<file path="config.mk">
export PLATFORM = sky130hd
export DESIGN_NAME = afpt_plane_lane
export DESIGN_NICKNAME = d
export VERILOG_FILES = /design/src/rtl/aabb_frustum_plane_test_core_defines.svh /design/src/rtl/afpt_pkg.sv /design/src/rtl/afpt_plane_lane.sv
export SDC_FILE = /design/constraint.sdc
export NUM_CORES = 2
export LEC_CHECK = 0
export ABC_CLOCK_PERIOD_IN_PS = 9100
export CAP_MARGIN = 20
export CORE_MARGIN = 2
export CORE_UTILIZATION = 25
export DETAILED_ROUTE_END_ITERATION = 16
export DONT_BUFFER_PORTS = 1
export GPL_TIMING_DRIVEN = 0
export PLACE_DENSITY = 0.35
export SYNTH_ARGS = -nofsm -noshare
export SYNTH_HDL_FRONTEND = slang
export SYNTH_SLANG_ARGS = --single-unit
</file>
<file path="constraint.sdc">
create_clock -name clk -period 9.1 [get_ports clk]
set_clock_uncertainty 0.1 [all_clocks]
set_input_delay 0.455 -clock clk [delete_from_list [all_inputs] [get_ports clk]]
set_output_delay 0.455 -clock clk [all_outputs]
set_load 0.03 [all_outputs]
</file>
<file path="src/rtl/aabb_frustum_plane_test_core_defines.svh">
// Assertion macros shared by the culling core RTL.
// Both macros expect clk and arst_n in scope.
`ifndef AABB_FRUSTUM_PLANE_TEST_CORE_DEFINES_SVH
`define AABB_FRUSTUM_PLANE_TEST_CORE_DEFINES_SVH

// Same-cycle implication, disabled while reset is asserted
`define AFPT_ASSERT(lbl, ante, cons, msg) \
	lbl: assert property (@(posedge clk) disable iff (!arst_n) (ante) |-> (cons)) \
		else $error(msg);

// Next-cycle implication, disabled while reset is asserted
`define AFPT_ASSERT_NEXT(lbl, ante, cons, msg) \
	lbl: assert property (@(posedge clk) disable iff (!arst_n) (ante) |=> (cons)) \
		else $error(msg);

`endif

</file>
<file path="src/rtl/afpt_pkg.sv">
`timescale 1ns / 1ps

package afpt_pkg;

	// Default configuration
	localparam int PLANE_COUNT_DEF = 6;
	localparam int COORD_BITS_DEF  = 16;

	// Fixed field widths
	localparam int NORM_BITS      = 16;
	localparam int D_FRAC_SHIFT   = 13;   // Q12.4 offset to Q*.17 product scale
	localparam int CFG_INDEX_BITS = 3;
	localparam int CFG_DATA_BITS  = 64;
	localparam int M_DATA_BITS    = 8;

	// Operation codes (tuser)
	localparam logic OP_FRUSTUM  = 1'b0;
	localparam logic OP_STRADDLE = 1'b1;

	// One plane register: nx in the low bits, d in the top bits
	typedef struct packed {
		logic signed [NORM_BITS-1:0] d;
		logic signed [NORM_BITS-1:0] nz;
		logic signed [NORM_BITS-1:0] ny;
		logic signed [NORM_BITS-1:0] nx;
	} plane_t;

	// Load enables of the pipeline stages a plane lane owns
	typedef struct packed {
		logic en_s2;
		logic en_s3;
	} stage_en_t;

endpackage

</file>
<file path="src/rtl/afpt_plane_lane.sv">
`timescale 1ns / 1ps

module afpt_plane_lane
	import afpt_pkg::*;
#(
	parameter int COORD_BITS = COORD_BITS_DEF,
	parameter int ACC_W      = 36
) (
	input  logic                         clk,
	input  stage_en_t                    en,
	input  plane_t                       plane,
	input  logic signed [COORD_BITS-1:0] bmin [3],
	input  logic signed [COORD_BITS-1:0] bmax [3],
	output logic                         neg
);

	localparam int PROD_W = NORM_BITS + COORD_BITS;

	logic signed [NORM_BITS-1:0]  n      [3];
	logic signed [COORD_BITS-1:0] corner [3];
	logic signed [PROD_W-1:0]     prod_s2 [3];
	logic signed [NORM_BITS-1:0]  d_s2;
	logic signed [ACC_W-1:0]      acc;
	logic                         neg_s3;

	assign n[0] = plane.nx;
	assign n[1] = plane.ny;
	assign n[2] = plane.nz;

	// Far corner per axis: max on a positive normal, min otherwise
	always_comb begin
		for (int a = 0; a < 3; a++) begin
			corner[a] = (n[a] > 0) ? bmax[a] : bmin[a];
		end
	end

	// Stage 2: one product per axis
	always_ff @(posedge clk) begin
		if (en.en_s2) begin
			for (int a = 0; a < 3; a++) begin
				prod_s2[a] <= n[a] * corner[a];
			end
			d_s2 <= plane.d;
		end
	end

	// Stage 3: signed distance, keep only its sign
	assign acc = (ACC_W'(d_s2) <<< D_FRAC_SHIFT) + ACC_W'(prod_s2[0])
		+ ACC_W'(prod_s2[1]) + ACC_W'(prod_s2[2]);

	always_ff @(posedge clk) begin
		if (en.en_s3) begin
			neg_s3 <= acc[ACC_W-1];
		end
	end

	assign neg = neg_s3;

endmodule

</file>
==> flow_summary_export.csv <==
group,metric,value,unit
worst_setup_path,worstSetupStartpointType,"input pin",
logic_synthesis,synth_fa_ha_area_share,57.7,%
sta,fin_crit_sh,94.3,%
clocking,cts.reportedPaths.clkPinSlew,0.06,ns
logic_synthesis,async_reset_ff_share,0,%
min_path,whs_endpoint,"neg",
grt,grt_pass1_vias,26500,
clocking,cts_buffer_depth,2,
min_path,hp-class,"in2reg",
worst_setup_path,critPathCaptureType,"flop",
clocking,cts_tree,"yes",
placement,numPortBuffers,0,
die,io-pin-count,164,
detailed_routing,wirelength,106,mm
min_path,worstHoldStart,"en[0]",
die,core,140000,um2
logic_synthesis,netlist.top_cell.by_area,"fa_1",
worst_setup_path,required,9.06,ns
worst_setup_path,path_delay_family,"adder cells",
worst_setup_path,regToRegEndpoint,"neg",
sta,setup_viol,0,
logic_synthesis,syn_inst,3557,
sta,min_period,8.59,ns
placement,place_congestion,0.807,
worst_setup_path,critPathBufInv,8,
worst_setup_path,cp_slowest_cell,"fa_1",
detailed_routing,drcViolationCount,0,
detailed_routing,vias,23100,
job,cap_viol_max_count,0,
detailed_routing,drtPass1Iterations,5,
grt,track_usage,15.3,%
sta,tightest_slew,1.07,ns
grt,grt_max_degree,113,
worst_setup_path,r2r_slack,5.49,ns
logic_synthesis,syn_nets,4846,
worst_setup_path,reg2reg_depth,12,
worst_setup_path,path_common_cell,"fa_1",
logic_synthesis,synth-simple-area-share,13.4,%
die,start_util,25.2,%
logic_synthesis,synth_area,35300,um2
sta,hold_viol,0,
grt,grt-ovfl-total,0,
grt,antenna_found_initial,15,
logic_synthesis,synth_area_leaders,"fa_1 47%, ha_1 10%, edfxtp_1 9.6%",
worst_setup_path,crit_path_max_fanout,10,
worst_setup_path,r2r-start,"prod_s2[0][35]",
detailed_routing,ant_nets,0,
logic_synthesis,synth_top_area_share,47.5,%
clocking,clkLatencyLatePin,0.43,ns
die,die_x,380,um
clocking,cts.sinks,113,
min_path,worstHoldPathCells,0,
logic_synthesis,synth.mux.area_fraction,1.52,%
logic_synthesis,yosys_warnings,0,
logic_synthesis,ys_seq_elements,113,
die,dieArea,144000,um2
run_status,run_status,"complete, no violations",
grt,grt_pass1_wl,166,mm
logic_synthesis,synth_edf_count,113,
cells_and_area,final_cell_mix,"876 x inv_1, 837 x fa_1, 361 x nand2_1",
sta,relSlewSlack,28.2,%
logic_synthesis,synthFlopType,"edfxtp_1",
die,rows,137,
detailed_routing,wl_per_cell,19.2,um
sta,timing.final.max_slew_violations,0,
logic_synthesis,yosysSeqAreaShare,9.61,%
sta,rsz0062_at_grt,"false",
logic_synthesis,avgSynthCellArea,9.93,um2
placement,hpwl,93.1,mm
worst_setup_path,path_class,"in2reg",
clocking,htree_levels,4,
die,fp.dieH,380,um
clocking,cts_root_buf,"clkbuf_16",
logic_synthesis,synth_top_family_by_area,"adder cells",
detailed_routing,vias_per_cell,4.21,
cells_and_area,area_growth,8.94,%
detailed_routing,drt_iter0_drc,879,
cells_and_area,layout-drive-gt1-share,2.96,%
logic_synthesis,yosysUniqueCellTypes,61,
logic_synthesis,synth_xor_area_share,2.68,%
cells_and_area,final_common_cell,"inv_1",
cells_and_area,utilization,27.5,%
worst_setup_path,cp.arrival,8.55,ns
logic_synthesis,synth_compound_area_share,4.61,%
clocking,cts_made_buffers,17,
cells_and_area,nNetsFinal,4885,
worst_setup_path,cp_slowest_stage_delay,0.57,ns
sta,fmax,116,MHz
layer usage:
metal	up-vias	track usage [%]	share of wire, %
li1	10700	-	-
met1	12000	20.8	46
met2	297	26.4	50
met3	78	1.65	2.6
met4	12	2.73	1.9
met5	-	0	0.066
cell usage after synthesis, types with 12 or more instances:
master and count:
a21o_1 38, a21oi_1 72, and2_1 166, clkbuf_1 99, edfxtp_1 113, fa_1 837, ha_1 289, inv_1 876
mux2_2 29, mux2i_1 21, nand2_1 361, nand2b_1 34, nand3_1 17, nor2_1 79, nor2b_1 209, o21a_1 15
o21ai_0 41, o21bai_1 12, or2_2 17, xnor2_1 87, xor2_1 21
how the worst max path moves through the flow:
stage	start	end	depth (start not counted)
final	plane[4]	prod_s2[0][30]	27
after detailed placement	plane[15]	prod_s2[0][30]	25
after global routing	plane[4]	prod_s2[0][30]	27
after global placement	plane[15]	prod_s2[0][30]	24
after CTS	plane[4]	prod_s2[0][30]	25
after floorplan	plane[43]	prod_s2[0][91]	25
metrics by stage:
stage / area (um2) / hold WS (ns) / TNS, ns / setup slack [ns] / cells
after floorplan: 35300 / 0.454 / 0 / 1.70 / 3557
after global placement: 37700 / 0.454 / -6.00 / -1.25 / 5433
after detailed placement: 37700 / 0.454 / -0.791 / -0.669 / 5437
after CTS: 38500 / 0.00181 / 0 / 0.143 / 5487
after global routing: 38500 / 0.00439 / 0 / 0.0508 / 5485
final: 38500 / 0.0279 / 0 / 0.514 / 5486
layout make-up:
type	instances	area [um2]
inverter	876	3290
clock inverter	15	150
buffer	102	400
multi-input combinational	2464	28200
timing repair buffer	22	221
antenna	1	2.50
clock buffer	17	425
fill	15100	101000
sequential	113	3390
tap	1876	2350
state kept, by name, summed over array words and instances, names as in the netlist:
signal / cells
d_s2: 16
prod_s2: 96
neg: 1
cell families after synthesis:
group,Yosys count
AO/OA/AOI/OAI,245
XOR/XNOR,108
adder cells (fa/ha/maj),1126
buffers and inverters,980
flip-flops,113
multiplexers,50
AND/OR/NAND/NOR,935
worst register-to-register path, stage by stage (launching register included):
cell	delay, ns
edfxtp_1	0.45
fa_1	0.50
ha_1	0.29
ha_1	0.28
nand3_1	0.07
o21bai_1	0.14
a21o_1	0.13
a211oi_1	0.06
o21a_1	0.22
o221ai_1	0.37
a21oi_1	0.20
o31ai_1	0.36
a31oi_1	0.17
repair_timing:
item                       4_1_cts  5_1_grt
setup endpoints to repair        1        1
hold endpoints to repair        16        0
setup buffers                    2        0
hold buffers                    16        0
gates resized for setup          1        2
Power is left out: the tool's default activity adds up to more than one toggle a clock period on the data nets, which glitch-free logic cannot reach.
